**config.mk**
```make
export PLATFORM = sky130hd
export DESIGN_NAME = nems_cell
export DESIGN_NICKNAME = d
export VERILOG_FILES = /design/src/nems_pkg.sv /design/src/nems_cell.sv
export SDC_FILE = /design/constraint.sdc
export NUM_CORES = 1
export LEC_CHECK = 0
export BUFFER_PORTS_ARGS = -buffer_cell sky130_fd_sc_hd__buf_2
export CORE_MARGIN = 10
export CORE_UTILIZATION = 60
export CTS_CLUSTER_DIAMETER = 80
export DETAILED_ROUTE_END_ITERATION = 6
export GPL_ROUTABILITY_DRIVEN = 1
export PLACE_DENSITY = 0.77
export SYNTH_ARGS = -nofsm -noshare
export SYNTH_HDL_FRONTEND = slang
export SYNTH_SLANG_ARGS = --single-unit
```
**constraint.sdc**
```tcl
create_clock -name i_clk -period 4.4 [get_ports i_clk]
set_clock_uncertainty 0.1 [all_clocks]
set_input_delay 0.66 -clock i_clk [delete_from_list [all_inputs] [get_ports i_clk]]
set_output_delay 0.66 -clock i_clk [all_outputs]
set_load 0.01 [all_outputs]
```
**src/nems_pkg.sv**
```systemverilog
package nems_pkg;

    // default sizes of the table
    localparam int ENTRIES_DEF    = 64;
    localparam int NAME_BYTES_DEF = 128;

    // fixed field widths
    localparam int CFG_W    = 7;
    localparam int STATUS_W = 3;
    localparam int TOTAL_W  = 7;

    localparam logic [CFG_W-1:0] CAP_RESET = 7'd64;

    // commands carried on the final byte
    localparam logic [1:0] CMD_QUERY  = 2'd0;
    localparam logic [1:0] CMD_STORE  = 2'd1;
    localparam logic [1:0] CMD_REMOVE = 2'd2;
    localparam logic [1:0] CMD_UNUSED = 2'd3;

    // result codes
    localparam logic [STATUS_W-1:0] ST_PRESENT   = 3'd0;
    localparam logic [STATUS_W-1:0] ST_ABSENT    = 3'd1;
    localparam logic [STATUS_W-1:0] ST_STORED    = 3'd2;
    localparam logic [STATUS_W-1:0] ST_DUPLICATE = 3'd3;
    localparam logic [STATUS_W-1:0] ST_FULL      = 3'd4;
    localparam logic [STATUS_W-1:0] ST_REMOVED   = 3'd5;
    localparam logic [STATUS_W-1:0] ST_NOT_FOUND = 3'd6;

    // sequencer states
    typedef enum logic [4:0] {
        S_IDLE   = 5'b00001,
        S_SETTLE = 5'b00010,
        S_SCAN   = 5'b00100,
        S_FINAL  = 5'b01000,
        S_SHIFT  = 5'b10000
    } t_state;

    // strobes broadcast from the sequencer to every cell
    typedef struct packed {
        logic cmp_en;
        logic cmp_long;
        logic rd_en;
        logic fill_wr;
        logic shift_wr;
        logic scan_clr;
        logic scan_en;
        logic store_commit;
        logic remove_commit;
        logic clear_flags;
    } t_cell_ctl;

endpackage

```
**src/nems_cell.sv**
```systemverilog
module nems_cell import nems_pkg::*; #(
    parameter int ENTRIES    = ENTRIES_DEF,
    parameter int NAME_BYTES = NAME_BYTES_DEF,
    parameter int IDX        = 0
) (
    input  logic                                i_clk,
    input  logic                                i_rst_n,
    input  t_cell_ctl                           i_ctl,
    input  logic [7:0]                          i_cmp_byte,
    input  logic [$clog2(NAME_BYTES)-1:0]       i_cmp_pos,
    input  logic [$clog2(NAME_BYTES)-1:0]       i_rd_addr,
    input  logic [$clog2(NAME_BYTES)-1:0]       i_wr_addr,
    input  logic [7:0]                          i_fill_byte,
    input  logic [$clog2(ENTRIES+1)-1:0]        i_count,
    input  logic [$clog2(NAME_BYTES+1)-1:0]     i_in_len,
    input  logic [$clog2(NAME_BYTES)-1:0]       i_keep,
    input  logic                                i_seen,
    output logic                                o_seen,
    input  logic [7:0]                          i_next_rd,
    output logic [7:0]                          o_rd,
    input  logic [$clog2(NAME_BYTES)-1:0]       i_next_len,
    output logic [$clog2(NAME_BYTES)-1:0]       o_len
);

    localparam int AW = $clog2(NAME_BYTES);
    localparam int LW = $clog2(NAME_BYTES+1);
    localparam int CW = $clog2(ENTRIES+1);

    logic [7:0]    r_mem [NAME_BYTES];
    logic [7:0]    r_rd;
    logic [AW-1:0] r_len;
    logic          r_flag;
    logic          r_seen;
    logic          r_shift;
    logic          mem_we;
    logic [7:0]    mem_wdata;
    logic          is_tail;
    logic          hit;

    // this cell is the free slot at the end of the table
    assign is_tail = (CW'(IDX) == i_count);

    // name bytes go into the free slot, the removal sweep pulls from the neighbour
    assign mem_we    = (i_ctl.fill_wr && is_tail) || (i_ctl.shift_wr && r_shift);
    assign mem_wdata = i_ctl.fill_wr ? i_fill_byte : i_next_rd;

    always_ff @(posedge i_clk) begin
        if (mem_we) begin
            r_mem[i_wr_addr] <= mem_wdata;
        end
        if (i_ctl.rd_en) begin
            r_rd <= r_mem[i_rd_addr];
        end
    end

    // full match of the finished name against a live entry
    assign hit    = r_flag && (LW'(r_len) == i_in_len) && (CW'(IDX) < i_count);
    assign o_seen = r_seen || hit;
    assign o_rd   = r_rd;
    assign o_len  = r_len;

    // match flag, earlier-hit chain and shift mark
    always_ff @(posedge i_clk) begin
        if (!i_rst_n) begin
            r_flag  <= 1'b1;
            r_seen  <= 1'b0;
            r_shift <= 1'b0;
        end else begin
            if (i_ctl.clear_flags) begin
                r_flag <= 1'b1;
            end else if (i_ctl.cmp_en) begin
                r_flag <= r_flag && !i_ctl.cmp_long && (i_cmp_pos < r_len)
                          && (r_rd == i_cmp_byte);
            end
            if (i_ctl.scan_clr) begin
                r_seen <= 1'b0;
            end else if (i_ctl.scan_en) begin
                r_seen <= i_seen;
            end
            if (i_ctl.remove_commit) begin
                r_shift <= o_seen;
            end
        end
    end

    // stored length: set on store, taken from the neighbour on removal
    always_ff @(posedge i_clk) begin
        if (i_ctl.store_commit && is_tail) begin
            r_len <= i_keep;
        end else if (i_ctl.remove_commit && o_seen) begin
            r_len <= i_next_len;
        end
    end

endmodule

```
==> Yosys cells after proc, flatten, opt, wreduce, memory -nomap -nowiden <==
Memories as Yosys holds them, arrays and structs flattened. A register that Yosys moved wholly into a read port is not among the register bits.
Index checks and enable logic that the tools add are counted.
{ "word_totals": {"reg_bits": 10, "latch_bits": 0, "mem_bits_rw": 1024, "rom_bits": 0, "input_bits": 87, "out_inout_bits": 16, "word_cells": 31, "mem_count": 1} }
{ "classes": {"n_addsub": 0, "mul": 0, "n_div": 0, "order_cmp": 2, "n_eq_ne": 2, "n_shift": 0, "muxes": 5, "bitwise_logic": 1, "n_reduce_logical": 16} }
{ "memory_table": {"columns": ["name", "depth", "word_bits", "read_ports", "rd_clocked_by_memory_dff", "wr", "line", "text"], "rows": [
  ["r_mem", 128, 8, 1, 1, 1, "nems_cell.sv:29", "logic [7:0] r_mem [NAME_BYTES];"]
]} }
{ "op_table": {"columns": ["cell", "count"], "rows": [
  ["7-bit two-way mux", 2],
  ["1-bit logical AND", 9],
  ["7-bit by 8-bit equality test with 1-bit output", 1],
  ["8-bit equality test", 1],
  ["8-bit two-way mux", 1],
  ["7-bit logical NOT", 1],
  ["1-bit by 7-bit less-than comparator with 1-bit output (first input constant)", 1],
  ["7-bit less-than comparator", 1],
  ["2-bit OR reduction", 2],
  ["1-bit logical OR", 2],
  ["1-bit two-way mux", 2],
  ["2-bit nonzero test", 1],
  ["1-bit logical NOT", 1],
  ["1-bit inverter", 1]
]} }

==> Longest topological paths before layout <==
Gate-level depths: netlist of run 1.
{ "depth": {"ltp_word": 7, "ltp_mapped": 9, "ltp_nobuf": 8} }

==> Worst setup path after synthesis of run 1 <==
Ideal clock, no wire load.
{ "synth_timing": {"path_type": "input to register", "startpoint": "input port i_count[3]", "endpoint": "memory r_mem[80][0], enable pin", "setup_time_ps": 380, "arrival_ps": 2446, "required_ps": 3920, "path_slack_ps": 1475, "path_stages": 7, "n_path_buf": 1, "cell_sequence": "or4_4 -> nor4_4 -> a22o_1 -> buf_4 -> and2_2 -> nand2_2 -> nor4_2"} }
{ "synth_via": {"elab_chain_cells": 5} }
{ "synth_rtl": {"columns": ["element", "line", "text"], "rows": [
  ["start, declared", "nems_cell.sv:14", "input logic [$clog2(ENTRIES+1)-1:0] i_count,"],
  ["7-bit logical NOT", "nems_cell.sv:41", "assign is_tail = (CW'(IDX) == i_count);"],
  ["1-bit logical AND", "nems_cell.sv:44", "assign mem_we = (i_ctl.fill_wr && is_tail) || (i_ctl.shift_wr && r_shift);"],
  ["1-bit logical OR", "nems_cell.sv:44", null],
  ["1-bit two-way mux", "nems_cell.sv:48", "if (mem_we) begin"],
  ["1-bit two-way mux (implied by the code)", "nems_cell.sv:49", "r_mem[i_wr_addr] <= mem_wdata;"],
  ["end, declared", "nems_cell.sv:29", null]
]} }
No other way between the ends.

==> Final worst setup path of run 1 <==
{ "layout_timing": {"startpoint": "input port i_count[3]", "endpoint": "memory r_mem[74][4], enable pin"} }
Same word-level chain as after synthesis.

==> flow_metrics.env, run 1 <==
export IMPL_critical_path_class="in -> reg"
export IMPL_hp_start="i_ctl[4]"
export IMPL_viasPerCell=6.59
export IMPL_num_rows=96
export IMPL_dpl_hpwl_um=63700
export IMPL_cts_setup_buffers=0
export IMPL_syn_area_um2=41400
export IMPL_clock_latency_ps=690
export IMPL_grt_pass1_vias=22800
export IMPL_cts_htree_levels=3
export IMPL_r2r_cells=4
export IMPL_fin_crit_sh=0.693
export IMPL_endpoint_kind="flop"
export IMPL_synth_fa_ha_area_frac=0.00181
export IMPL_die_w_um=283
export IMPL_r2r_end="r_mem[74][4]"
export IMPL_max_freq_ghz=0.328
export IMPL_synth_seq_area_share=0.755
export IMPL_pin_count=103
export IMPL_drc_errors=0
export IMPL_power_density_nw_per_um2=440
export IMPL_grt_max_degree=86
export IMPL_dieHeight_um=283
export IMPL_gp_congestion=0.946
export IMPL_synth_area_leaders="edfxtp_1 75%, mux2i_1 7.8%, mux2_2 4.4%, a22o_1 1.8%, nor2_1 1.2%"
export IMPL_antenna_left=0
export IMPL_fin_tns_setup_ps=0
export IMPL_cts_buffers=100
export IMPL_avgRoutedWirePerCell_um=29.0
export IMPL_grt_pass1_wl_um=148000
export IMPL_crit_fanout=9
export IMPL_drtIter0Drc=2829
export IMPL_slew_violations=0
export IMPL_setup_violations=0
export IMPL_ff2ff_setup_slack_ps=1900
export IMPL_core_area_um2=68500
export IMPL_peakVddDrop_mv=0.311
export IMPL_cts_resized=0
export IMPL_leakage_nw=15.8
export IMPL_via_count=23300
export IMPL_hold_depth=2
export IMPL_globalRoute_totalOverflow=0
export IMPL_layout_drive_gt1_share=0.216
export IMPL_synth_top_cell_area_share=0.754
export IMPL_clock_tree_buffer_depth=3
export IMPL_io_buffer_count=102
export IMPL_reg2reg_from="r_shift"
export IMPL_async_reset_ff_frac=0
export IMPL_maxSlewHeadroom=0.266
export IMPL_stdcell_count=3530
export IMPL_period_needed_ps=3050
export IMPL_grt_usage=0.253
export IMPL_syn_nets=2448
export IMPL_yosysMostFrequentCell="edfxtp_1"
export IMPL_min_to="r_seen"
export IMPL_routed_wl_um=102000
export IMPL_clock_sinks=1042
export IMPL_rsz0062_at_grt="no"
export IMPL_area_growth_synth_to_final_pct=13.3
export IMPL_cts_tree="built"
export IMPL_final_util=0.685
export IMPL_final_hold_violation_count=0
export IMPL_synth_edf_count=1039
export IMPL_synth_compound_area_frac=0.0513
export IMPL_antenna_found_initial=4
export IMPL_fp_dieArea_um2=79900
export IMPL_dp_cells=3347
export IMPL_status="completed"
export IMPL_tightestPinTransition_ps=1100
export IMPL_min_delay_path_class="in -> reg"
export IMPL_synth_area_mux_share=0.122
export IMPL_syn_inst=2355
export IMPL_nets=2660
export IMPL_drt_pass1_iter_count=6
export IMPL_ys_types=52
export IMPL_path_clk_slew_ps=60
export IMPL_yosysWarnings=0
export IMPL_initial_core_util=0.604
export IMPL_synthTopCellsByCount="1039 x edfxtp_1, 321 x mux2i_1, 163 x mux2_2, 137 x nor2_1, 85 x a22o_1"
export IMPL_synth_ff_type="edfxtp_1"
export IMPL_synthSimpleGateAreaFrac=0.0496
export IMPL_cts_root_buf="clkbuf_16"
export IMPL_synth_xor_area_frac=0.00317
export IMPL_cp_required_ps=4600
export IMPL_drv_cap=0
export IMPL_synth_top_family_by_area="multiplexers"
export IMPL_netlist_top_cell_by_area="edfxtp_1"
export IMPL_synth_seq_cells=1042
export IMPL_start_kind="primary input"
export IMPL_cts_hold_repair_buffers=0
export IMPL_postSynthAreaPerCell_um2=17.6
export IMPL_crit_arrival_ps=3250
==> kinds of logic after synthesis <==
family          count (synthesis)
compound gates                277
mux                           484
flops                        1042
simple gates                  391
buf+inv                       140
xor+xnor                       15
fa+ha+maj                       6
==> routing by layer <==
layer  track usage  share of wire
met3        0.0614           0.11
met5             0        0.00024
met1         0.347           0.39
met2         0.390           0.46
met4        0.0994          0.038
==> critical path: stages <==
cell and delay [ps]:
buf_2 100, or4_4 540, nor4_4 200, a22o_1 550
and2_2 300, nand2_2 190, nor2_1 690
==> layout by cell type, fill, tap and decap left out, types with 10 or more instances in the layout <==
cell type,instances
nor2_1,131
edfxtp_1,1039
nand2b_1,14
xor2_1,10
buf_2,101
mux2_2,155
nor2b_1,49
a22o_1,85
clkbuf_16,101
o22ai_1,60
bufinv_16,13
buf_12,12
buf_4,130
nand2_1,47
clkinv_2,16
a22oi_1,36
nor4_1,58
o2bb2ai_1,28
a211oi_1,44
mux2i_1,321
clkinv_1,27
nand4_1,42
clkbuf_1,13
a21oi_1,14
==> through the flow <==
stage	hold slack [ps]	power (W)	area (um2)	setup slack (ps)
after detailed placement	394	0.0123	43600	777
after global placement	383	0.0122	43600	868
after floorplan	356	0.0118	41400	1470
after CTS	41.6	0.0207	46900	1460
final	62.8	0.0206	46900	1350
after global routing	68.1	0.0211	46900	1170
==> power breakdown <==
group	leakage (nW)	internal (W)	total, W	switching (W)
registers	9.37	0.0110	0.0110	0.0000204
clock network	1.59	0.00495	0.00854	0.00359
logic	4.87	0.000324	0.00104	0.000714
total	15.8	0.0163	0.0206	0.00433
==> layout make-up <==
| class | instances | area (um2) |
|---|---|---|
| flip-flops and latches | 1042 | 31300 |
| clock buffers | 114 | 2580 |
| well taps | 882 | 1100 |
| fillers | 4274 | 21600 |
| inverters | 6 | 22.5 |
| diodes | 2 | 5.00 |
| multi-input cells | 1173 | 9490 |
| clock inverters | 67 | 678 |
| repair buffers | 244 | 1740 |
==> worst max-delay path by stage <==
stage,cells past startpoint,end,from
after floorplan,7,r_mem[80][0],i_count[3]
after CTS,7,r_mem[80][0],i_count[3]
after detailed placement,7,r_mem[80][4],i_count[3]
final,7,r_mem[74][4],i_count[3]
after global routing,7,r_mem[78][0],i_count[3]
after global placement,7,r_mem[80][1],i_count[3]
==> registers in the layout, summed over array words and instances (netlist names) <==
register and flops:
o_rd 8, r_mem 1024, r_seen 1, r_flag 1, o_len 7, r_shift 1
Power figures use the tool's default switching activity.
==> inputs of run 2 (changes only) <==
Clock period 4.4 ns to 2.83 ns, I/O delays scaled along.
==> flow_metrics.env, run 2 (synthesis results as in run 1) <==
export IMPL_status="completed"
export IMPL_num_rows=96
export IMPL_dpl_hpwl_um=67000
export IMPL_globalRoute_totalOverflow=0
export IMPL_final_cell_mix="1039 x edfxtp_1, 321 x mux2i_1, 251 x buf_4"
export IMPL_clock_latency_ps=640
export IMPL_cts_tree="built"
export IMPL_r2r_end="r_flag"
export IMPL_clock_sinks=1042
export IMPL_cts_htree_levels=3
export IMPL_clock_tree_buffer_depth=3
export IMPL_grt_usage=0.260
export IMPL_stdcell_count=3715
export IMPL_maxSlewHeadroom=0.468
export IMPL_routed_wl_um=104000
export IMPL_max_freq_ghz=0.401
export IMPL_r2r_cells=7
export IMPL_peakVddDrop_mv=0.538
export IMPL_crit_arrival_ps=1970
export IMPL_pin_count=103
export IMPL_cp_num_buf_inv=1
export IMPL_cp_depth=5
export IMPL_grt_max_degree=129
export IMPL_final_hold_violation_count=0
export IMPL_layout_drive_gt1_share=0.260
export IMPL_fin_crit_sh=0.881
export IMPL_reg2reg_from="o_rd[3]"
export IMPL_cts_root_buf="clkbuf_16"
export IMPL_grt_pass1_wl_um=153000
export IMPL_nets=2842
export IMPL_area_growth_synth_to_final_pct=17.9
export IMPL_drc_errors=0
export IMPL_leakage_nw=16.9
export IMPL_power_w=0.0321
export IMPL_slew_violations=0
export IMPL_critPathMaxStageDelay_ps=450
export IMPL_fp_dieArea_um2=79900
export IMPL_crit_chain="xnor2_1, nand3b_1, nor4_1, a41o_1, buf_2"
export IMPL_min_delay_path_class="in -> reg"
export IMPL_ff2ff_setup_slack_ps=510
export IMPL_die_w_um=283
export IMPL_dp_cells=3510
export IMPL_rsz0062_at_grt="no"
export IMPL_critical_path_class="reg -> out"
export IMPL_final_common_cell="edfxtp_1"
export IMPL_design_area_um2=48800
export IMPL_initial_core_util=0.604
export IMPL_antenna_found_initial=6
export IMPL_tightestPinTransition_ps=790
export IMPL_setup_violations=0
export IMPL_antenna_left=0
export IMPL_viasPerCell=6.43
export IMPL_crit_start="o_len[0]"
export IMPL_io_buffer_count=102
export IMPL_drtIter0Drc=2948
export IMPL_cts_buffers=100
export IMPL_path_clk_slew_ps=60
export IMPL_endpoint="o_seen"
export IMPL_drv_cap=0
export IMPL_avgRoutedWirePerCell_um=28.1
export IMPL_power_density_nw_per_um2=657
export IMPL_cp_required_ps=2310
export IMPL_drt_pass1_iter_count=6
export IMPL_grt_pass1_vias=23800
export IMPL_start_kind="flop"
export IMPL_via_count=23900
export IMPL_endpoint_kind="output port"
export IMPL_dieHeight_um=283
export IMPL_core_area_um2=68500
export IMPL_crit_fanout=3
export IMPL_critPathTopFamily="flip-flops"
export IMPL_place_area_um2=45400
export IMPL_gp_congestion=0.938
export IMPL_crit_slowest_cell="edfxtp_1"
export IMPL_period_needed_ps=2490
export IMPL_largest_register="r_mem"
export IMPL_largest_reg_flops=1024
==> run 2: cell types whose count changed in the layout (fill, tap and decap cells not counted), sizes merged <==
cell,delta
buf,+163
clkinv,-5
diode,+1
bufinv,-2
dlygate4sd3,+19
clkbuf,+9
==> run 2: layer usage <==
metal  wire length (um)  global-route usage
met5                 43                   0
met2              49300               0.414
met1              41100               0.366
met4               3110              0.0839
met3              10800              0.0412
==> run 2: area by class of cell <==
type	instances	area (um2)
antenna	3	7.51
clock buffer	123	2630
timing repair buffer	426	3680
inverter	6	22.5
sequential	1042	31300
fill	4036	19700
clock inverter	60	589
multi-input combinational	1173	9500
tap	882	1100
==> run 2: report_power, final <==
group	switching (W)	internal (W)
sequential	0.0000287	0.0171
clock	0.00554	0.00760
combinational	0.00113	0.000654
total	0.00670	0.0254
==> run 2: worst min-delay path by stage <==
stage	startpoint	to	slack [ps]	cells after the start
final	i_ctl[9]	r_flag	80	3
after global routing	i_ctl[7]	o_rd[4]	70	1
after CTS	i_ctl[7]	o_rd[4]	50	1
after detailed placement	r_shift	r_shift	420	2
after global placement	r_shift	r_shift	380	2
after floorplan	r_shift	r_shift	360	2
==> run 2: repair_timing <==
item                       CTS  global route
hold endpoints to repair    10             0
hold buffers                20             0
setup buffers                0             0
gates resized for setup      0             1
setup endpoints to repair    0             1
==> run 2: metrics by stage <==
stage	setup TNS (ps)	util	hold slack, ps	setup slack [ps]
floorplan	0	-	356	140
global placement	0	0.663	385	5.62
detailed placement	-440	0.663	415	-43.4
CTS	0	0.713	53.5	21.6
global route	0	0.712	68.8	181
finish	0	0.713	82.0	338
==> run 2: worst register-to-register path: stages (launching register included) <==
cell and delay, ps:
edfxtp_1 530, xor2_1 220, buf_4 170, a2111oi_1 60, buf_4 160, nand4_1 250, a31oi_1 90, or4b_2 610
