## src/nems_pkg.sv

```systemverilog
package nems_pkg;

    // default sizes of the table
    localparam int ENTRIES_DEF    = 64;
    localparam int NAME_BYTES_DEF = 128;

    // fixed field widths
    localparam int CFG_W    = 7;
    localparam int STATUS_W = 3;
    localparam int TOTAL_W  = 7;

    localparam logic [CFG_W-1:0] CAP_RESET = 7'd64;

    // commands carried on the final byte
    localparam logic [1:0] CMD_QUERY  = 2'd0;
    localparam logic [1:0] CMD_STORE  = 2'd1;
    localparam logic [1:0] CMD_REMOVE = 2'd2;
    localparam logic [1:0] CMD_UNUSED = 2'd3;

    // result codes
    localparam logic [STATUS_W-1:0] ST_PRESENT   = 3'd0;
    localparam logic [STATUS_W-1:0] ST_ABSENT    = 3'd1;
    localparam logic [STATUS_W-1:0] ST_STORED    = 3'd2;
    localparam logic [STATUS_W-1:0] ST_DUPLICATE = 3'd3;
    localparam logic [STATUS_W-1:0] ST_FULL      = 3'd4;
    localparam logic [STATUS_W-1:0] ST_REMOVED   = 3'd5;
    localparam logic [STATUS_W-1:0] ST_NOT_FOUND = 3'd6;

    // sequencer states
    typedef enum logic [4:0] {
        S_IDLE   = 5'b00001,
        S_SETTLE = 5'b00010,
        S_SCAN   = 5'b00100,
        S_FINAL  = 5'b01000,
        S_SHIFT  = 5'b10000
    } t_state;

    // strobes broadcast from the sequencer to every cell
    typedef struct packed {
        logic cmp_en;
        logic cmp_long;
        logic rd_en;
        logic fill_wr;
        logic shift_wr;
        logic scan_clr;
        logic scan_en;
        logic store_commit;
        logic remove_commit;
        logic clear_flags;
    } t_cell_ctl;

endpackage

```

## src/nems_ctrl.sv

```systemverilog
module nems_ctrl import nems_pkg::*; #(
    parameter int ENTRIES    = ENTRIES_DEF,
    parameter int NAME_BYTES = NAME_BYTES_DEF
) (
    input  logic                                i_clk,
    input  logic                                i_rst_n,
    input  logic                                i_in_valid,
    output logic                                o_in_stall,
    input  logic [1:0]                          i_command,
    input  logic [7:0]                          i_name_byte,
    input  logic                                i_name_last,
    output logic                                o_out_valid,
    input  logic                                i_out_stall,
    output logic [STATUS_W-1:0]                 o_status,
    output logic [TOTAL_W-1:0]                  o_entry_total,
    input  logic                                i_cfg_valid,
    output logic                                o_cfg_ready,
    input  logic [CFG_W-1:0]                    i_cfg_data,
    input  logic                                i_found,
    output t_cell_ctl                           o_ctl,
    output logic [7:0]                          o_cmp_byte,
    output logic [$clog2(NAME_BYTES)-1:0]       o_cmp_pos,
    output logic [$clog2(NAME_BYTES)-1:0]       o_rd_addr,
    output logic [$clog2(NAME_BYTES)-1:0]       o_wr_addr,
    output logic [$clog2(ENTRIES+1)-1:0]        o_count,
    output logic [$clog2(NAME_BYTES+1)-1:0]     o_in_len,
    output logic [$clog2(NAME_BYTES)-1:0]       o_keep
);

    localparam int AW   = $clog2(NAME_BYTES);
    localparam int LW   = $clog2(NAME_BYTES+1);
    localparam int CW   = $clog2(ENTRIES+1);
    localparam int CMPW = (CW > CFG_W) ? CW : CFG_W;

    t_state              r_state, n_state;
    logic [LW-1:0]       r_len, n_len;
    logic [CW-1:0]       r_count, n_count;
    logic [CFG_W-1:0]    r_cap;
    logic [CW-1:0]       r_scan_cnt, n_scan_cnt;
    logic [LW-1:0]       r_shift_cnt, n_shift_cnt;
    logic                r_cmp_valid;
    logic                r_cmp_long;
    logic [7:0]          r_cmp_byte;
    logic [AW-1:0]       r_cmp_pos;
    logic [1:0]          r_cmd;
    logic                r_out_valid, n_out_valid;
    logic [STATUS_W-1:0] r_status, n_status;
    logic [TOTAL_W-1:0]  r_total;
    logic                load_out;
    logic                accept;
    logic                long_now;
    logic [AW-1:0]       p_addr;
    logic [LW-1:0]       shift_prev;
    logic [LW-1:0]       keep_full;
    logic                slot_free;
    logic                full;
    logic [CMPW-1:0]     total_x;
    t_cell_ctl           ctl;

    assign accept     = i_in_valid && (r_state == S_IDLE);
    assign long_now   = (r_len >= LW'(NAME_BYTES - 1));
    assign p_addr     = long_now ? '0 : r_len[AW-1:0];
    assign shift_prev = r_shift_cnt - LW'(1);
    assign keep_full  = long_now ? LW'(NAME_BYTES - 1) : r_len;
    assign slot_free  = !r_out_valid || !i_out_stall;
    assign full       = (r_count >= CW'(ENTRIES)) || (CMPW'(r_count) >= CMPW'(r_cap));
    assign total_x    = CMPW'(n_count);

    // sequencer
    always_comb begin
        n_state     = r_state;
        n_len       = r_len;
        n_count     = r_count;
        n_scan_cnt  = r_scan_cnt;
        n_shift_cnt = r_shift_cnt;
        n_status    = r_status;
        load_out    = 1'b0;
        ctl         = '0;
        ctl.cmp_en   = r_cmp_valid;
        ctl.cmp_long = r_cmp_long;
        case (r_state)
            S_IDLE: begin
                ctl.rd_en   = accept;
                ctl.fill_wr = accept && !long_now;
                if (accept) begin
                    n_len = (r_len == LW'(NAME_BYTES)) ? r_len : r_len + LW'(1);
                    if (i_name_last) begin
                        n_state = S_SETTLE;
                    end
                end
            end
            S_SETTLE: begin
                ctl.scan_clr = 1'b1;
                n_scan_cnt   = '0;
                n_state      = S_SCAN;
            end
            S_SCAN: begin
                ctl.scan_en = 1'b1;
                n_scan_cnt  = r_scan_cnt + CW'(1);
                if (r_scan_cnt == CW'(ENTRIES - 1)) begin
                    n_state = S_FINAL;
                end
            end
            S_FINAL: begin
                if (r_cmd == CMD_UNUSED) begin
                    ctl.clear_flags = 1'b1;
                    n_len           = '0;
                    n_state         = S_IDLE;
                end else if (slot_free) begin
                    ctl.clear_flags = 1'b1;
                    n_len           = '0;
                    load_out        = 1'b1;
                    n_state         = S_IDLE;
                    case (r_cmd)
                        CMD_QUERY: begin
                            n_status = i_found ? ST_PRESENT : ST_ABSENT;
                        end
                        CMD_STORE: begin
                            if (full) begin
                                n_status = ST_FULL;
                            end else if (i_found) begin
                                n_status = ST_DUPLICATE;
                            end else begin
                                n_status         = ST_STORED;
                                ctl.store_commit = 1'b1;
                                n_count          = r_count + CW'(1);
                            end
                        end
                        default: begin
                            if (i_found) begin
                                n_status          = ST_REMOVED;
                                ctl.remove_commit = 1'b1;
                                n_count           = r_count - CW'(1);
                                n_shift_cnt       = '0;
                                n_state           = S_SHIFT;
                            end else begin
                                n_status = ST_NOT_FOUND;
                            end
                        end
                    endcase
                end
            end
            S_SHIFT: begin
                ctl.rd_en    = (r_shift_cnt < LW'(NAME_BYTES));
                ctl.shift_wr = (r_shift_cnt != '0);
                n_shift_cnt  = r_shift_cnt + LW'(1);
                if (r_shift_cnt == LW'(NAME_BYTES)) begin
                    n_state = S_IDLE;
                end
            end
            default: begin
                n_state = S_IDLE;
            end
        endcase
    end

    // output slot: a taken result frees it, a new one fills it
    always_comb begin
        n_out_valid = r_out_valid && i_out_stall;
        if (load_out) begin
            n_out_valid = 1'b1;
        end
    end

    // control registers
    always_ff @(posedge i_clk) begin
        if (!i_rst_n) begin
            r_state     <= S_IDLE;
            r_len       <= '0;
            r_count     <= '0;
            r_cap       <= CAP_RESET;
            r_scan_cnt  <= '0;
            r_shift_cnt <= '0;
            r_cmp_valid <= 1'b0;
            r_out_valid <= 1'b0;
        end else begin
            r_state     <= n_state;
            r_len       <= n_len;
            r_count     <= n_count;
            r_scan_cnt  <= n_scan_cnt;
            r_shift_cnt <= n_shift_cnt;
            r_cmp_valid <= accept;
            r_out_valid <= n_out_valid;
            if (i_cfg_valid) begin
                r_cap <= i_cfg_data;
            end
        end
    end

    // payload registers
    always_ff @(posedge i_clk) begin
        if (accept) begin
            r_cmp_byte <= i_name_byte;
            r_cmp_long <= long_now;
            r_cmp_pos  <= r_len[AW-1:0];
            if (i_name_last) begin
                r_cmd <= i_command;
            end
        end
        if (load_out) begin
            r_status <= n_status;
            r_total  <= total_x[TOTAL_W-1:0];
        end
    end

    assign o_in_stall    = (r_state != S_IDLE);
    assign o_out_valid   = r_out_valid;
    assign o_status      = r_status;
    assign o_entry_total = r_total;
    assign o_cfg_ready   = 1'b1;
    assign o_ctl         = ctl;
    assign o_cmp_byte    = r_cmp_byte;
    assign o_cmp_pos     = r_cmp_pos;
    assign o_rd_addr     = (r_state == S_SHIFT) ? r_shift_cnt[AW-1:0] : p_addr;
    assign o_wr_addr     = (r_state == S_SHIFT) ? shift_prev[AW-1:0] : p_addr;
    assign o_count       = r_count;
    assign o_in_len      = r_len;
    assign o_keep        = keep_full[AW-1:0];

    // checks
    a_out_from_final: assert property (@(posedge i_clk) disable iff (!i_rst_n)
        $rose(r_out_valid) |-> $past(r_state == S_FINAL))
        else $error("result appeared outside the final step");

    a_count_at_final: assert property (@(posedge i_clk) disable iff (!i_rst_n)
        !$stable(r_count) |-> $past(r_state == S_FINAL))
        else $error("entry count moved outside the final step");

    a_store_grows: assert property (@(posedge i_clk) disable iff (!i_rst_n)
        (r_state == S_FINAL && slot_free && r_cmd == CMD_STORE && !full && !i_found)
        |=> (r_count == $past(r_count) + CW'(1)))
        else $error("store did not append an entry");

    a_count_bound: assert property (@(posedge i_clk) disable iff (!i_rst_n)
        r_count <= CW'(ENTRIES))
        else $error("entry count above table size");

    a_len_bound: assert property (@(posedge i_clk) disable iff (!i_rst_n)
        r_len <= LW'(NAME_BYTES))
        else $error("incoming length past saturation");

endmodule

```

## config.mk

```make
export PLATFORM = sky130hd
export DESIGN_NAME = nems_ctrl
export DESIGN_NICKNAME = d
export VERILOG_FILES = /design/src/nems_pkg.sv /design/src/nems_ctrl.sv
export SDC_FILE = /design/constraint.sdc
export NUM_CORES = 1
export LEC_CHECK = 0
export BUFFER_PORTS_ARGS = -buffer_cell sky130_fd_sc_hd__buf_2
export CAP_MARGIN = 5
export CORE_ASPECT_RATIO = 1.1
export CORE_MARGIN = 4
export CORE_UTILIZATION = 25
export CTS_CLUSTER_SIZE = 8
export DETAILED_ROUTE_END_ITERATION = 10
export HOLD_SLACK_MARGIN = 0.06
export PLACE_DENSITY = 0.56
export REMOVE_ABC_BUFFERS = 1
export SLEW_MARGIN = 20
export SYNTH_ARGS = -nofsm -noshare
export SYNTH_HDL_FRONTEND = slang
export SYNTH_SLANG_ARGS = --single-unit
```

## constraint.sdc

```tcl
create_clock -name i_clk -period 2.45 [get_ports i_clk]
set_clock_uncertainty 0.15 [all_clocks]
set_input_delay 0.3675 -clock i_clk [delete_from_list [all_inputs] [get_ports i_clk]]
set_output_delay 0.3675 -clock i_clk [all_outputs]
set_load 0.02 [all_outputs]
```

# ---- Word-level counts from Yosys, hierarchy flattened
# Index checks and enable logic that the tools add are counted.
dict set report word_totals {
  regBits 72
  input_bits 24
  elab_cells 119
}
dict set report classes {
  n_addsub 6
  magnitude_cmp 4
  n_eq_ne 21
  mux 54
  bitwise 1
  reduce_logical 19
}
# cell count
set ops {}
lappend ops {{two-way mux 7 bit} 10}
lappend ops {{two-way mux 8 bit} 8}
lappend ops {{two-way mux 5 bit} 8}
lappend ops {{one-hot mux 8 bit (2 select lines)} 2}
lappend ops {{one-hot mux 7 bit (2 select lines)} 2}
lappend ops {{one-hot mux 5 bit (5 select lines)} 1}
lappend ops {{!= test 2 bit, second input constant} 9}
lappend ops {{adder 8 x 1 -> 8 bit, second input constant} 2}
lappend ops {{== test 8 bit, second input constant} 2}
lappend ops {{two-way mux 1 bit} 16}
lappend ops {{adder 7 x 1 -> 7 bit, second input constant} 2}
lappend ops {{subtractor 7 x 1 -> 7 bit, second input constant} 2}
lappend ops {{AND reduction 5 bit} 2}
lappend ops {{two-way mux 3 bit} 3}
lappend ops {{greater-or-equal comparator 8 x 7 -> 1 bit, second input constant} 1}
lappend ops {{less-than comparator 8 bit, second input constant} 1}
lappend ops {{AND reduction 4 bit} 2}
lappend ops {{nonzero test 8 bit} 1}
lappend ops {{== test 7 x 6 -> 1 bit, second input constant} 1}
lappend ops {{greater-or-equal comparator 7 bit} 1}
lappend ops {{greater-or-equal comparator 7 bit, second input constant} 1}
lappend ops {{one-hot mux 3 bit (2 select lines)} 1}
lappend ops {{nonzero test 2 bit} 3}
lappend ops {{== test 5 x 1 -> 1 bit, second input constant} 1}
lappend ops {{other kinds (17)} 23}

# ---- Logic depth before layout (Yosys ltp)
dict set report logic_depth {
  word_depth 7
  mapped_depth 8
}

# ---- Worst setup path after synthesis
# OpenSTA, ideal clock, no wires.
dict set report synth_path {
  path_type {register to register}
  from {reg r_count[0] (netlist: o_count[0])}
  to {reg r_total[1] (netlist: o_entry_total[1]), data pin}
  setup_ns 0.265
  t_arrival_ns 2.264
  setup_slack_ns -0.230
  path_stages_with_launch 8
  path_buffers 0
  synth_period_minus_slack_ns 2.680
  path_cell_list {dfxtp_1 -> inv_1 -> ha_1 -> nor2b_1 -> o21ai_0 -> a211oi_1 -> a31oi_1 -> or3_1}
}
dict set report synth_via {
  elab_chain_len 7
  elab_cells_between_ends 12
  classes_between {add/sub: 2; order compare: 2; mux: 7; reduce/logical: 1}
}
# element line
set synth_lines {}
lappend synth_lines {{start, declared} nems_ctrl.sv:37} ;# logic [CW-1:0] r_count, n_count;
lappend synth_lines {{start signal, assigned} nems_ctrl.sv:179} ;# r_count <= n_count;
lappend synth_lines {{adder 7 x 1 -> 7 bit / greater-or-equal comparator 7 bit (equally long branches)} {nems_ctrl.sv:126, nems_ctrl.sv:66}}
lappend synth_lines {{two-way mux 7 bit / logical OR 1 bit (equally long branches)} {nems_ctrl.sv:121, nems_ctrl.sv:66}}
lappend synth_lines {{two-way mux 7 bit} nems_ctrl.sv:119} ;# if (full) begin
lappend synth_lines {{one-hot mux 7 bit (2 select lines) (*)} nems_ctrl.sv:114} ;# case (r_cmd)
lappend synth_lines {{two-way mux 7 bit (*)} nems_ctrl.sv:109} ;# end else if (slot_free) begin
lappend synth_lines {{two-way mux 7 bit (*)} nems_ctrl.sv:105} ;# if (r_cmd == CMD_UNUSED) begin
lappend synth_lines {{two-way mux 7 bit (*)} nems_ctrl.sv:81} ;# case (r_state)
lappend synth_lines {{net n_count[1]} nems_ctrl.sv:37}
lappend synth_lines {{end signal, assigned} nems_ctrl.sv:202} ;# r_total <= total_x[TOTAL_W-1:0];
lappend synth_lines {{end, declared} nems_ctrl.sv:48} ;# logic [TOTAL_W-1:0] r_total;
# The timed path passes the listed nets; every way through them passes the cells marked *.
# A chain may end at the register's enable or synchronous reset.

==> impl_metrics.py <==
metrics = {
    "outcome": {
        "status": "finished clean",
    },
    "power_and_ir_drop": {
        "power_frac_clock_pct": 40.8,
        "powerDensity_mw_per_mm2": 672,
        "seqPwrFrac_pct": 41.3,
        "peakVddDrop_uv": 363,
        "pwr-share-comb_pct": 18.0,
        "p_leak_nw": 2.25,
        "cell_internal_pwr_mw": 2.45,
        "power_mw": 3.41,
        "power_switching_mw": 0.959,
        "switching_share_pct": 28.1,
    },
    "logic_synthesis": {
        "synth_edf_count": 28,
        "synth-simple-area-share_pct": 23.7,
        "synth.distinct_cells": 59,
        "synth_area_per_cell_um2": 9.11,
        "yosysWarnings": 0,
        "ys.flop_type": "dfxtp_1",
        "synthesis.instances": 420,
        "netlist_area_mm2": 0.00382,
        "ys_async_sr_fraction_pct": 0,
        "synthMuxAreaShare_pct": 3.43,
        "yosysSeqAreaShare_pct": 45.0,
        "synth_xor_area_share_pct": 3.89,
        "synth-adder-area-share_pct": 4.91,
        "synth_top_family_by_area": "simple AND/OR/NAND/NOR gates",
        "ys_ff_latch": 72,
        "synth_compound_area_share_pct": 13.7,
    },
    "sta": {
        "worst_slew_pin_slew_ns": 0.733,
        "max_freq_mhz": 418,
        "report.final.slew_viol_count": 0,
        "period_minus_slack_ns": 2.39,
        "period_share_pct": 97.6,
        "slew_headroom_pct": 51.1,
        "fin_tns_setup_ns": 0,
        "grt_setup_unrepaired": "yes",
        "finalSetupViolCount": 0,
        "setup_ws_ns": 0.0577,
        "hold_viol": 0,
    },
    "global_routing": {
        "grt_util_met3_pct": 3.06,
        "busiest_layer": "met2",
        "use_met2_pct": 19.9,
        "grt_pass1_wl_mm": 16.7,
        "grt_pass1_vias": 3325,
        "grtUsageTotal_pct": 11.8,
        "grt_util_met1_pct": 14.5,
        "antenna_found_initial": 0,
        "grt_max_degree": 21,
        "grt_overflow_total": 0,
    },
    "layout": {
        "antenna_cells": 0,
        "finalNetCount": 580,
        "syn_to_final_growth_pct": 32.8,
        "postLayoutCellArea_mm2": 0.00508,
        "nFillCells": 1597,
        "layout-drive-gt1-share_pct": 29.9,
    },
    "floorplanning": {
        "die_y_um": 138,
        "io_pins": 98,
        "start_util_pct": 25.4,
        "die_area_mm2": 0.0173,
        "core_mm2": 0.0151,
        "die_w_um": 126,
        "rows": 47,
    },
    "worst_setup_path": {
        "crit_family": "simple AND/OR/NAND/NOR gates",
        "path_cells": "inv_1 > ha_1 > a21oi_2 > nand2_1 > nor3_2 > and3_1 > buf_2",
        "critPathBufInv": 2,
        "cpMaxStageDelayCell": "ha_1",
        "worstPathArrival_ns": 1.87,
        "slowest_delay_ns": 0.32,
        "required_ns": 1.93,
        "endpoint_kind": "output port",
        "worst_setup_path_start_kind": "flip-flop",
        "crit_path_max_fanout": 3,
        "critPathKind": "reg -> out",
    },
    "clock_network": {
        "cts_made_buffers": 9,
        "cts.sinks": 72,
        "cts_root_buffer": "clkbuf_16",
        "htreeDepth": 3,
        "cts_tree": "done",
        "clk_pin_slew_worst_paths_ns": 0.06,
        "clkLatencyLatePin_ns": 0.33,
        "clock_path_buffers": 2,
    },
    "routing": {
        "routed_via_density": 4.61,
        "drc_errors": 0,
        "wl_per_cell_um": 14.1,
        "firstDrtPassIters": 4,
        "drtAntennaViolNets": 0,
        "totalWireLength_mm": 10.5,
        "route.vias.total": 3418,
        "drt_iter0_drc": 169,
    },
    "placement": {
        "gp_congestion": 0.860,
        "portBuffers": 96,
        "dpl.hpwl_mm": 8.06,
        "place_area_mm2": 0.00464,
        "dp_slack_ns": 0.109,
    },
    "job": {
        "cap_viol_max_count": 0,
    },
    "hold_path": {
        "hp-class": "in -> reg",
    },
}
-- state kept, by name, summed over array words and instances, names as in the netlist --
signal and cells:
r_shift_cnt 8, o_count 7, o_cmp_byte 8, r_cmd 2, o_in_len 8, o_cmp_pos 7
r_scan_cnt 7, o_status 3, r_state 5, o_out_valid 1, r_cmp_valid 1, r_cmp_long 1
r_cap 7, o_entry_total 7
-- cells in the final DEF, fill, tap and decap left out, types with 14 or more instances in the layout --
cell and n:
nand3_1 20, nor2_1 50, inv_1 25, xnor2_1 14, dfxtp_1 40, buf_2 95, nand2_1 34, o21ai_0 17
edfxtp_1 28, a21oi_1 17, ha_1 15, buf_4 26
-- power groups by stage --
| stage | logic [mW] | registers (mW) | clock network (mW) |
|---|---|---|---|
| after global routing | 0.673 | 1.42 | 1.47 |
| final | 0.613 | 1.41 | 1.39 |
| after detailed placement | 0.600 | 1.43 | 0 |
| after floorplan | 0.295 | 1.50 | 0 |
| after CTS | 0.610 | 1.41 | 1.42 |
| after global placement | 0.595 | 1.43 | 0 |
-- synth_stat cells, types with 3 or more instances --
cell type / count / share of area [%]
a21oi_1: 18 / 2.4
or4_1: 3 / 0.59
edfxtp_1: 28 / 22
or3_1: 6 / 0.98
a21o_1: 4 / 0.79
a31oi_1: 5 / 0.82
and2_1: 4 / 0.65
xor2_1: 3 / 0.69
nor3_1: 11 / 1.4
nand4_1: 12 / 2.0
and3_1: 6 / 0.98
nand2b_1: 5 / 0.82
a22oi_1: 4 / 0.79
o31ai_1: 4 / 0.79
nor2_1: 52 / 5.1
a211oi_1: 4 / 0.79
dfxtp_1: 44 / 23
o21ai_0: 19 / 2.5
ha_1: 15 / 4.9
nor2b_1: 4 / 0.65
clkbuf_1: 11 / 1.1
nand3_1: 20 / 2.6
xnor2_1: 14 / 3.2
nor4_1: 3 / 0.49
inv_1: 26 / 2.6
buf_4: 3 / 0.59
o21ai_1: 3 / 0.39
or2_2: 6 / 0.98
nand2_1: 35 / 3.4
mux2i_1: 12 / 3.1
-- metal layers --
layer / vias up / share of wire, % / wire length [um]
li1: 1738 / - / -
met1: 1578 / 45 / 4680
met2: 88 / 47 / 4950
met3: 14 / 5.8 / 601
met4: 0 / 2.1 / 219
met5: - / 0 / 0
-- worst paths after layout --
check / from / endpoint / slack (ns) / cells after the start
min: i_command[0] / r_cmd[0] / 0.06 / 1
max: r_cap[6] / o_ctl[2] / 0.06 / 7
max reg2reg: r_cmd[0] / r_shift_cnt[5] / 0.23 / 6
min reg2reg: r_scan_cnt[6] / r_scan_cnt[6] / 0.34 / 2
-- layout make-up --
| class | count | area, um2 | share of cell area (%) |
|---|---|---|---|
| Clock buffer | 11 | 233 | 4.58 |
| Clock inverter | 5 | 81.3 | 1.60 |
| Inverter | 27 | 101 | 2.00 |
| Multi-Input combinational cell | 302 | 1940 | 38.3 |
| Sequential cell | 72 | 1730 | 34.0 |
| Tap cell | 196 | 245 | 4.83 |
| Timing Repair Buffer | 129 | 748 | 14.7 |
-- repair_timing --
action,CTS,global route
endpoints found under the setup margin,16,22
hold endpoints to repair,5,2
gates resized for setup,4,13
hold buffers,5,2
pin swaps,0,2
setup buffers,0,1
-- worst reg2reg max path, cell delays in order (launching register included) --
cell and delay (ns):
edfxtp_1 0.44, buf_4 0.17, or3b_1 0.38, a2111oi_4 0.50, nand4_1 0.21, xnor2_1 0.19
nor2_1 0.05
-- per-stage QoR --
stage,hold slack (ns),instances,utilization (%)
2_1_floorplan,0.298,401,-
3_5_place_dp,0.318,718,30.8
5_1_grt,0.0605,742,33.7
6_report,0.0650,742,33.7
4_1_cts,0.0605,739,33.3
3_3_place_gp,0.310,718,30.8
-- cell families (layout without fill, tap and decap cells) --
family | count (synthesis) | count (layout)
AO/OA/AOI/OAI | 76 | 76
XOR/XNOR | 17 | 17
adder cells (fa/ha/maj) | 15 | 15
buffers and inverters | 46 | 172
flip-flops | 72 | 72
multiplexers | 13 | 13
other | 1 | 1
AND/OR/NAND/NOR | 180 | 180
Power figures use the tool's default switching activity.
